$ cat src/hw/rtl/mrt_pkg.sv
// Shared types, codes and sizes for the modulation route table.
package mrt_pkg;

  localparam int DEF_MAX_ROUTES = 32;
  localparam int DEF_NUM_SLOTS  = 16;

  localparam int FUNC_W   = 3;
  localparam int SLOT_W   = 4;
  localparam int DEST_W   = 8;
  localparam int RANGE_W  = 16;
  localparam int LEVEL_W  = 16;
  localparam int STATUS_W = 2;
  localparam int SUM_W    = 40;
  localparam int COUNT_W  = 6;
  localparam int PROD_W   = LEVEL_W + RANGE_W + 1;

  localparam int IN_TDATA_W  = 56;
  localparam int OUT_TDATA_W = 48;

  localparam logic [FUNC_W-1:0] FN_QUERY  = 3'd0;
  localparam logic [FUNC_W-1:0] FN_ADD    = 3'd1;
  localparam logic [FUNC_W-1:0] FN_REMOVE = 3'd2;
  localparam logic [FUNC_W-1:0] FN_PURGE  = 3'd3;
  localparam logic [FUNC_W-1:0] FN_WRITE  = 3'd4;

  localparam logic [STATUS_W-1:0] STS_DONE = 2'd0;
  localparam logic [STATUS_W-1:0] STS_SAME = 2'd1;
  localparam logic [STATUS_W-1:0] STS_FULL = 2'd2;
  localparam logic [STATUS_W-1:0] STS_DUP  = 2'd3;

  typedef struct packed {
    logic [DEST_W-1:0] dest;
    logic [SLOT_W-1:0] target;
    logic [SLOT_W-1:0] source;
  } route_t;

  typedef struct packed {
    logic clr;
    logic en;
  } mac_ctl_t;

  typedef enum logic [3:0] {
    S_IDLE   = 4'b0001,
    S_SCAN   = 4'b0010,
    S_DRAIN  = 4'b0100,
    S_FINISH = 4'b1000
  } state_t;

endpackage

$ cat src/hw/rtl/mrt_route_mem.sv
// Route entry memory: one write port, one registered read port.
module mrt_route_mem
  import mrt_pkg::*;
#(
  parameter int MAX_ROUTES = DEF_MAX_ROUTES,
  localparam int RIDX_W = $clog2(MAX_ROUTES)
) (
  input  logic              clk,
  input  logic              we,
  input  logic [RIDX_W-1:0] waddr,
  input  route_t            wdata,
  input  logic              re,
  input  logic [RIDX_W-1:0] raddr,
  output route_t            rdata
);

  route_t mem [MAX_ROUTES];
  route_t rdata_r;

  always_ff @(posedge clk) begin
    if (we) begin
      mem[waddr] <= wdata;
    end
    if (re) begin
      rdata_r <= mem[raddr];
    end
  end

  assign rdata = rdata_r;

endmodule

$ cat src/hw/rtl/mrt_level_mem.sv
// Source level memory with per-slot valid bits and registered read.
module mrt_level_mem
  import mrt_pkg::*;
#(
  parameter int NUM_SLOTS = DEF_NUM_SLOTS,
  localparam int SIDX_W = $clog2(NUM_SLOTS)
) (
  input  logic                      clk,
  input  logic                      rst_n,
  input  logic                      we,
  input  logic [SLOT_W-1:0]         wslot,
  input  logic signed [LEVEL_W-1:0] wdata,
  input  logic                      re,
  input  logic [SLOT_W-1:0]         rslot,
  output logic signed [LEVEL_W-1:0] rdata
);

  logic signed [LEVEL_W-1:0] mem [NUM_SLOTS];
  logic [NUM_SLOTS-1:0]      vld_r;
  logic signed [LEVEL_W-1:0] lvl_r;
  logic                      hit_r;
  logic [31:0]               wext;
  logic [31:0]               rext;
  logic                      w_in;
  logic                      r_in;
  logic [SIDX_W-1:0]         widx;
  logic [SIDX_W-1:0]         ridx;

  assign wext = 32'(wslot);
  assign rext = 32'(rslot);
  assign w_in = wext < 32'(NUM_SLOTS);
  assign r_in = rext < 32'(NUM_SLOTS);
  assign widx = wext[SIDX_W-1:0];
  assign ridx = rext[SIDX_W-1:0];

  always_ff @(posedge clk) begin
    if (!rst_n) begin
      vld_r <= '0;
    end else if (we && w_in) begin
      vld_r[widx] <= 1'b1;
    end
  end

  always_ff @(posedge clk) begin
    if (we && w_in) begin
      mem[widx] <= wdata;
    end
    if (re) begin
      lvl_r <= mem[ridx];
      hit_r <= r_in && vld_r[ridx];
    end
  end

  assign rdata = hit_r ? lvl_r : '0;

endmodule

$ cat src/hw/rtl/mrt_mac.sv
// Multiply-accumulate unit: level times range, summed over a scan.
module mrt_mac
  import mrt_pkg::*;
(
  input  logic                      clk,
  input  logic                      rst_n,
  input  mac_ctl_t                  ctl,
  input  logic signed [LEVEL_W-1:0] level,
  input  logic [RANGE_W-1:0]        rng,
  output logic                      busy,
  output logic signed [SUM_W-1:0]   sum
);

  logic signed [PROD_W-1:0] a_ext;
  logic signed [PROD_W-1:0] b_ext;
  logic signed [PROD_W-1:0] prod_r;
  logic                     pv_r;
  logic signed [SUM_W-1:0]  acc_r;

  assign a_ext = {{(RANGE_W + 1){level[LEVEL_W-1]}}, level};
  assign b_ext = {{(LEVEL_W + 1){1'b0}}, rng};

  always_ff @(posedge clk) begin
    if (!rst_n) begin
      pv_r <= 1'b0;
    end else begin
      pv_r <= ctl.en;
    end
  end

  always_ff @(posedge clk) begin
    if (ctl.en) begin
      prod_r <= a_ext * b_ext;
    end
    if (ctl.clr) begin
      acc_r <= '0;
    end else if (pv_r) begin
      acc_r <= acc_r + {{(SUM_W - PROD_W){prod_r[PROD_W-1]}}, prod_r};
    end
  end

  assign busy = pv_r;
  assign sum  = acc_r;

endmodule

$ cat src/hw/rtl/modulation_route_table_top.sv
// Top level of the modulation route table: sequencer, handshakes and result register.
//
//   channel  direction  ports                         payload
//   in_      slave      in_tvalid/in_tready/in_tdata   func, slots, dest, range, level
//   out_     master     out_tvalid/out_tready/out_tdata status, offset_sum, route_count
//
// A level write, an unused code or an add refused for equal slots or a full table
// goes straight from acceptance to the finishing step. Query, add, remove and purge
// scan the held routes one per cycle through the single route memory read port, then
// drain the entry read, level read and multiply-accumulate registers before finishing.
// Reset clears the route count and every level valid bit at once; no clearing pass.
// in_tready stays low from acceptance until the result is loaded; a stalled result
// holds the sequencer in its finishing step.
module modulation_route_table_top
  import mrt_pkg::*;
#(
  parameter int MAX_ROUTES = DEF_MAX_ROUTES,
  parameter int NUM_SLOTS  = DEF_NUM_SLOTS
) (
  input  logic                   clk,
  input  logic                   rst_n,
  input  logic                   in_tvalid,
  output logic                   in_tready,
  // func[2:0], source_slot[6:3], target_slot[10:7], dest_param[18:11],
  // range_scale[34:19], lfo_sample[50:35], zero fill [55:51]
  input  logic [IN_TDATA_W-1:0]  in_tdata,
  output logic                   out_tvalid,
  input  logic                   out_tready,
  // status[1:0], offset_sum[41:2], route_count[47:42]
  output logic [OUT_TDATA_W-1:0] out_tdata
);

  localparam int RIDX_W = $clog2(MAX_ROUTES);
  localparam int CNT_W  = $clog2(MAX_ROUTES + 1);

  logic [FUNC_W-1:0]         in_func;
  logic [SLOT_W-1:0]         in_src;
  logic [SLOT_W-1:0]         in_tgt;
  logic [DEST_W-1:0]         in_dst;
  logic [RANGE_W-1:0]        in_rng;
  logic signed [LEVEL_W-1:0] in_lvl;

  assign in_func = in_tdata[2:0];
  assign in_src  = in_tdata[6:3];
  assign in_tgt  = in_tdata[10:7];
  assign in_dst  = in_tdata[18:11];
  assign in_rng  = in_tdata[34:19];
  assign in_lvl  = in_tdata[50:35];

  state_t                state_r, state_nxt;
  logic [FUNC_W-1:0]     func_r;
  logic [SLOT_W-1:0]     src_r;
  logic [SLOT_W-1:0]     tgt_r;
  logic [DEST_W-1:0]     dst_r;
  logic [RANGE_W-1:0]    rng_r;
  logic [CNT_W-1:0]      held_r, held_nxt;
  logic [CNT_W-1:0]      i_r, i_nxt;
  logic [CNT_W-1:0]      w_r, w_nxt;
  logic                  va_r, va_nxt;
  logic                  lb_r, lb_nxt;
  logic                  removed_r, removed_nxt;
  logic [STATUS_W-1:0]   status_r, status_nxt;
  logic                  out_tvalid_r;
  logic [OUT_TDATA_W-1:0] out_tdata_r;

  logic                      accept;
  logic                      out_free;
  logic                      rm_we;
  logic [RIDX_W-1:0]         rm_waddr;
  route_t                    rm_wdata;
  logic                      rm_re;
  route_t                    entry;
  logic                      lv_re;
  logic signed [LEVEL_W-1:0] lv_rdata;
  mac_ctl_t                  mac_ctl;
  logic                      mac_busy;
  logic signed [SUM_W-1:0]   mac_sum;
  logic                      keep;
  logic                      finish;

  assign in_tready = (state_r == S_IDLE);
  assign accept    = in_tvalid && in_tready;
  assign out_free  = !out_tvalid_r || out_tready;
  assign finish    = (state_r == S_FINISH) && out_free;

  mrt_route_mem #(
    .MAX_ROUTES(MAX_ROUTES)
  ) u_route_mem (
    .clk  (clk),
    .we   (rm_we),
    .waddr(rm_waddr),
    .wdata(rm_wdata),
    .re   (rm_re),
    .raddr(i_r[RIDX_W-1:0]),
    .rdata(entry)
  );

  mrt_level_mem #(
    .NUM_SLOTS(NUM_SLOTS)
  ) u_level_mem (
    .clk  (clk),
    .rst_n(rst_n),
    .we   (accept && (in_func == FN_WRITE)),
    .wslot(in_src),
    .wdata(in_lvl),
    .re   (lv_re),
    .rslot(entry.source),
    .rdata(lv_rdata)
  );

  mrt_mac u_mac (
    .clk  (clk),
    .rst_n(rst_n),
    .ctl  (mac_ctl),
    .level(lv_rdata),
    .rng  (rng_r),
    .busy (mac_busy),
    .sum  (mac_sum)
  );

  always_comb begin
    state_nxt   = state_r;
    held_nxt    = held_r;
    i_nxt       = i_r;
    w_nxt       = w_r;
    va_nxt      = 1'b0;
    removed_nxt = removed_r;
    status_nxt  = status_r;
    rm_re       = 1'b0;
    rm_we       = 1'b0;
    rm_waddr    = w_r[RIDX_W-1:0];
    rm_wdata    = entry;
    lv_re       = 1'b0;
    keep        = 1'b1;
    mac_ctl.clr = accept;
    mac_ctl.en  = lb_r;

    // evaluate the entry read in the previous cycle
    if (va_r) begin
      case (func_r)
        FN_REMOVE: begin
          if (!removed_r && entry.source == src_r && entry.target == tgt_r &&
              entry.dest == dst_r) begin
            keep        = 1'b0;
            removed_nxt = 1'b1;
          end
        end
        FN_PURGE: begin
          if (entry.source == src_r || entry.target == src_r) begin
            keep = 1'b0;
          end
        end
        FN_ADD: begin
          if (entry.source == src_r && entry.dest == dst_r) begin
            status_nxt = STS_DUP;
          end
        end
        FN_QUERY: begin
          lv_re = (entry.dest == dst_r);
        end
        default: begin
        end
      endcase
      if (keep && (func_r == FN_REMOVE || func_r == FN_PURGE)) begin
        rm_we = 1'b1;
        w_nxt = w_r + CNT_W'(1);
      end
    end

    case (state_r)
      S_IDLE: begin
        if (accept) begin
          i_nxt       = '0;
          w_nxt       = '0;
          removed_nxt = 1'b0;
          status_nxt  = STS_DONE;
          case (in_func)
            FN_QUERY, FN_REMOVE, FN_PURGE: begin
              state_nxt = S_SCAN;
            end
            FN_ADD: begin
              if (in_src == in_tgt) begin
                status_nxt = STS_SAME;
                state_nxt  = S_FINISH;
              end else if (held_r == CNT_W'(MAX_ROUTES)) begin
                status_nxt = STS_FULL;
                state_nxt  = S_FINISH;
              end else begin
                state_nxt = S_SCAN;
              end
            end
            default: begin
              state_nxt = S_FINISH;
            end
          endcase
        end
      end
      S_SCAN: begin
        if (i_r < held_r) begin
          rm_re  = 1'b1;
          va_nxt = 1'b1;
          i_nxt  = i_r + CNT_W'(1);
        end else begin
          state_nxt = S_DRAIN;
        end
      end
      S_DRAIN: begin
        if (!va_r && !lb_r && !mac_busy) begin
          state_nxt = S_FINISH;
        end
      end
      S_FINISH: begin
        if (out_free) begin
          state_nxt = S_IDLE;
          if (func_r == FN_REMOVE || func_r == FN_PURGE) begin
            held_nxt = w_r;
          end else if (func_r == FN_ADD && status_r == STS_DONE) begin
            rm_we    = 1'b1;
            rm_waddr = held_r[RIDX_W-1:0];
            rm_wdata = '{dest: dst_r, target: tgt_r, source: src_r};
            held_nxt = held_r + CNT_W'(1);
          end
        end
      end
      default: begin
        state_nxt = S_IDLE;
      end
    endcase
  end

  assign lb_nxt = lv_re;

  always_ff @(posedge clk) begin
    if (!rst_n) begin
      state_r      <= S_IDLE;
      held_r       <= '0;
      va_r         <= 1'b0;
      lb_r         <= 1'b0;
      out_tvalid_r <= 1'b0;
    end else begin
      state_r <= state_nxt;
      held_r  <= held_nxt;
      va_r    <= va_nxt;
      lb_r    <= lb_nxt;
      if (finish) begin
        out_tvalid_r <= 1'b1;
      end else if (out_tready) begin
        out_tvalid_r <= 1'b0;
      end
    end
  end

  always_ff @(posedge clk) begin
    i_r       <= i_nxt;
    w_r       <= w_nxt;
    removed_r <= removed_nxt;
    status_r  <= status_nxt;
    if (accept) begin
      func_r <= in_func;
      src_r  <= in_src;
      tgt_r  <= in_tgt;
      dst_r  <= in_dst;
      rng_r  <= in_rng;
    end
    if (finish) begin
      out_tdata_r <= {COUNT_W'(held_nxt), mac_sum, status_r};
    end
  end

  assign out_tvalid = out_tvalid_r;
  assign out_tdata  = out_tdata_r;

`ifndef ASSERT_OFF
  a_held_bound: assert property (@(posedge clk) disable iff (!rst_n)
    held_r <= CNT_W'(MAX_ROUTES))
    else $error("route count beyond table size");

  a_compact_order: assert property (@(posedge clk) disable iff (!rst_n)
    (state_r == S_SCAN || state_r == S_DRAIN) |-> (w_r <= i_r))
    else $error("compaction write pointer passed read pointer");

  a_result_source: assert property (@(posedge clk) disable iff (!rst_n)
    $rose(out_tvalid) |-> $past(state_r == S_FINISH))
    else $error("result raised outside finishing step");

  a_held_step: assert property (@(posedge clk) disable iff (!rst_n)
    (finish && func_r != FN_PURGE) |=>
      (held_r == $past(held_r) || held_r == $past(held_r) + CNT_W'(1) ||
       held_r == $past(held_r) - CNT_W'(1)))
    else $error("route count moved by more than one");
`endif

endmodule

$ cat config.mk
export PLATFORM = sky130hd
export DESIGN_NAME = modulation_route_table_top
export DESIGN_NICKNAME = d
export VERILOG_FILES = /design/src/hw/rtl/mrt_pkg.sv /design/src/hw/rtl/mrt_route_mem.sv /design/src/hw/rtl/mrt_level_mem.sv /design/src/hw/rtl/mrt_mac.sv /design/src/hw/rtl/modulation_route_table_top.sv
export SDC_FILE = /design/constraint.sdc
export NUM_CORES = 2
export LEC_CHECK = 0
export BUFFER_PORTS_ARGS = -buffer_cell sky130_fd_sc_hd__buf_2
export CAP_MARGIN = 20
export CORE_MARGIN = 2
export CORE_UTILIZATION = 52
export DETAILED_ROUTE_END_ITERATION = 10
export PLACE_DENSITY = 0.8
export SLEW_MARGIN = 30
export SYNTH_ARGS = -nofsm -noshare
export SYNTH_HDL_FRONTEND = slang
export SYNTH_SLANG_ARGS = --single-unit
$ cat constraint.sdc
create_clock -name clk -period 9.1 [get_ports clk]
set_clock_uncertainty 0.05 [all_clocks]
set_input_delay 0.455 -clock clk [delete_from_list [all_inputs] [get_ports clk]]
set_output_delay 0.455 -clock clk [all_outputs]
set_load 0.02 [all_outputs]
==> results.sh <==
export IMPL_fin_crit_ns=7.56
export IMPL_synth_yosys_seq_area_share=0.601
export IMPL_relSlewSlack=0.399
export IMPL_worstSetupPathType="register to register"
export IMPL_avgViaCountPerCell=5.99
export IMPL_cp_cell_sequence="buf_4, and2_1, nand2_1, fa_1, fa_1, fa_1, inv_1, fa_1, fa_1, inv_1, fa_1, inv_1, ha_1, a21o_1, a21o_1, a21oi_1, o21ai_0, a211oi_1, o311ai_1, a41oi_1, nand2b_1, a21oi_1, xnor2_1"
export IMPL_worstSkewPairLatency_ns=0.70
export IMPL_power_leakage_nw=20.4
export IMPL_grt_max_degree=103
export IMPL_synth_flop_cell="edfxtp_1"
export IMPL_max_vdd_ir_drop_mv=0.156
export IMPL_grt_pass1_wl_mm=170
export IMPL_first_pass_iters=5
export IMPL_cp_max_fo=31
export IMPL_dpl_hpwl_mm=69.0
export IMPL_clkTransAtPathRegs_ns=0.06
export IMPL_port_buffers=104
export IMPL_dr_wl_met3_mm=8.88
export IMPL_crit_required_ns=9.46
export IMPL_wirelength_mm=113
export IMPL_route_vias_total=27300
export IMPL_cp_start_kind="register"
export IMPL_critPathCaptureType="register"
export IMPL_cp_slowest_stage_delay_ns=0.54
export IMPL_dieArea_um2=96200
export IMPL_area_growth_syn_to_layout_pct=12.1
export IMPL_fp_row_count=112
export IMPL_rsz0062_at_grt="false"
export IMPL_met2_length_mm=56.9
export IMPL_dieWidth_um=310
export IMPL_maxCapViolations=0
export IMPL_final_max_slew_viol_count=0
export IMPL_setup_viol=0
export IMPL_synthArstFlopShare=0
export IMPL_worstPathBufferInverterCount=4
export IMPL_yosysTopAreaCell="edfxtp_1"
export IMPL_die_h_um=310
export IMPL_cpMostUsedCell="fa_1"
export IMPL_drive_gt1_frac=0.197
export IMPL_worstMarginPinSlew_ns=0.901
export IMPL_cts_root_buffer="clkbuf_16"
export IMPL_synthCells=3065
export IMPL_antenna_found_initial=15
export IMPL_yosys_area_top_type_share=0.569
export IMPL_wl_per_cell_um=24.8
export IMPL_setup_tns_ns=0
export IMPL_syn_num_nets=3490
export IMPL_yosysWarningCount=0
export IMPL_tritoncts_num_buffers=96
export IMPL_status="completed"
export IMPL_report_final_hold_viol_count=0
export IMPL_post_cts_setup_buffer_count=0
export IMPL_io_pins=110
export IMPL_synth_edf_count=923
export IMPL_htree_num_levels=3
export IMPL_core_area_um2=93000
export IMPL_gr_total_overflow=0
export IMPL_max_clock_freq_mhz=132
export IMPL_initial_core_util=0.524
export IMPL_yosys_register_bits=1002
export IMPL_syn_area_um2=48800
export IMPL_cts_sinks=1002
export IMPL_dr_max_layer_used="met5"
export IMPL_synth_most_common_cell="edfxtp_1"
export IMPL_nets=3647
export IMPL_synth_avg_cell_area_um2=15.9
export IMPL_cts_max_path_buffers=3
export IMPL_drtIter0Drc=2836
export IMPL_fin_crit_sh=0.831
export IMPL_placed_area_um2=50900
export IMPL_cpLargestDelayFamily="adder cells"
export IMPL_antenna_left=0
export IMPL_crit_arrival_ns=7.92
export IMPL_fin_area_um2=54700
export IMPL_cts_tree="yes"
export IMPL_power_density_nw_per_um2=180
export IMPL_place_congestion=0.913
export IMPL_synthTopCellsByCount="edfxtp_1, inv_1, mux4_2, fa_1, nand2_1"
export IMPL_grt_usage=0.238
export IMPL_hold_path_class="primary input to register"
export IMPL_grt_pass1_vias=27700
export IMPL_cp_slowest_cell="edfxtp_1"
export IMPL_netlist_top_cells_area="edfxtp_1, mux4_2, fa_1"
export IMPL_wl_met1_mm=43.2
export IMPL_synth_cell_types=64
export IMPL_drc=0
export IMPL_hold_worst_slack_ns=0.0369
## per-layer routing
layer	up-vias	track usage
met5	-	0
met4	16	0.0845
met3	252	0.0437
met2	1305	0.402
met1	14000	0.312
li1	11700	-
## placed cells by master (no fill, tap or decap), drive strengths merged, types with 4 or more instances in the layout
cell           n
a211oi         7
a21o          49
a21oi         82
a31oi         10
and2          27
and3         125
buf          167
bufinv        10
clkbuf       115
clkinv        44
clkinvlp       7
dfxtp         79
diode          4
dlygate4sd3   31
edfxtp       923
fa           195
ha           170
inv          291
mux2          33
mux2i         27
mux4         245
nand2        175
nand2b        18
nand3         27
nand4         14
nor2         149
nor2b         15
nor3          15
nor4           7
nor4b          4
o211ai         4
o21a          27
o21ai         39
o21bai        11
o22a           6
o31ai          7
or2           11
or3            7
xnor2         55
xor2          39
## registers in the layout (all words and copies together) (netlist names), 2 cells and up
register           count
rng_r                 16
u_route_mem.rdata     16
u_mac.sum             40
func_r                 3
held_r                 6
state_r                4
dst_r                  8
w_r                    6
u_route_mem.mem      512
u_level_mem.vld_r     16
out_tdata             48
u_level_mem.lvl_r     16
i_r                    6
status_r               2
u_level_mem.mem      256
src_r                  4
tgt_r                  4
u_mac.prod_r          33
## metrics by stage
step,worst slack (ns),instances,util,power (mW)
global placement,1.68,4345,0.547,5.77
detailed placement,1.65,4345,0.547,5.78
CTS,1.60,4556,0.587,9.89
global route,1.13,4560,0.587,10.1
floorplan,2.50,3065,-,5.58
finish,1.54,4562,0.587,9.85
## cell type report
class | instances | area [um^2]
repair buffers | 198 | 1360
flip-flops and latches | 1002 | 29300
clock inverters | 65 | 742
multi-input cells | 1637 | 18000
well taps | 1254 | 1570
diodes | 4 | 10.0
inverters | 287 | 1080
clock buffers | 115 | 2610
fillers | 6731 | 38400
## worst paths after layout
| check | to | slack [ns] | startpoint | cells past startpoint |
|---|---|---|---|---|
| setup / recovery | u_mac.prod_r[30] | 1.54 | u_level_mem.hit_r | 23 |
| hold / removal | src_r[0] | 0.04 | in_tdata[3] | 1 |
| setup reg to reg | u_mac.prod_r[30] | 1.54 | u_level_mem.hit_r | 23 |
| hold reg to reg | out_tdata[35] | 0.41 | u_mac.sum[33] | 0 |
## repair_timing
| item | CTS | global route |
|---|---|---|
| gates resized for setup | 0 | 0 |
| hold endpoints to repair | 31 | 0 |
| hold buffers | 31 | 0 |
## logic make-up after synthesis
family                     Yosys count  share of synthesized area
DFF                               1002                      0.601
and+or+nand+nor                    604                     0.0604
buffers and inverters              426                     0.0332
adders and majority gates          365                      0.124
muxes                              305                      0.127
AOI/OAI and AO/OA                  269                     0.0379
xor gates and xnor gates            94                     0.0169
## power by group
| part | internal [mW] | switching, mW | leakage, nW |
|---|---|---|---|
| clock network | 2.36 | 1.78 | 1.62 |
| registers | 5.04 | 0.0712 | 8.97 |
| logic | 0.275 | 0.322 | 9.86 |
## worst reg2reg max path: cells and delay by family, from the launching register on
kind / cells / cell delay [ns]
AOI/OAI and AO/OA: 8 / 2.10
xor gates and xnor gates: 1 / 0.08
adders and majority gates: 7 / 3.35
buffers and inverters: 4 / 0.49
DFF: 1 / 0.54
and+or+nand+nor: 3 / 0.75
Note: power is estimated with default switching activity, not from simulation.
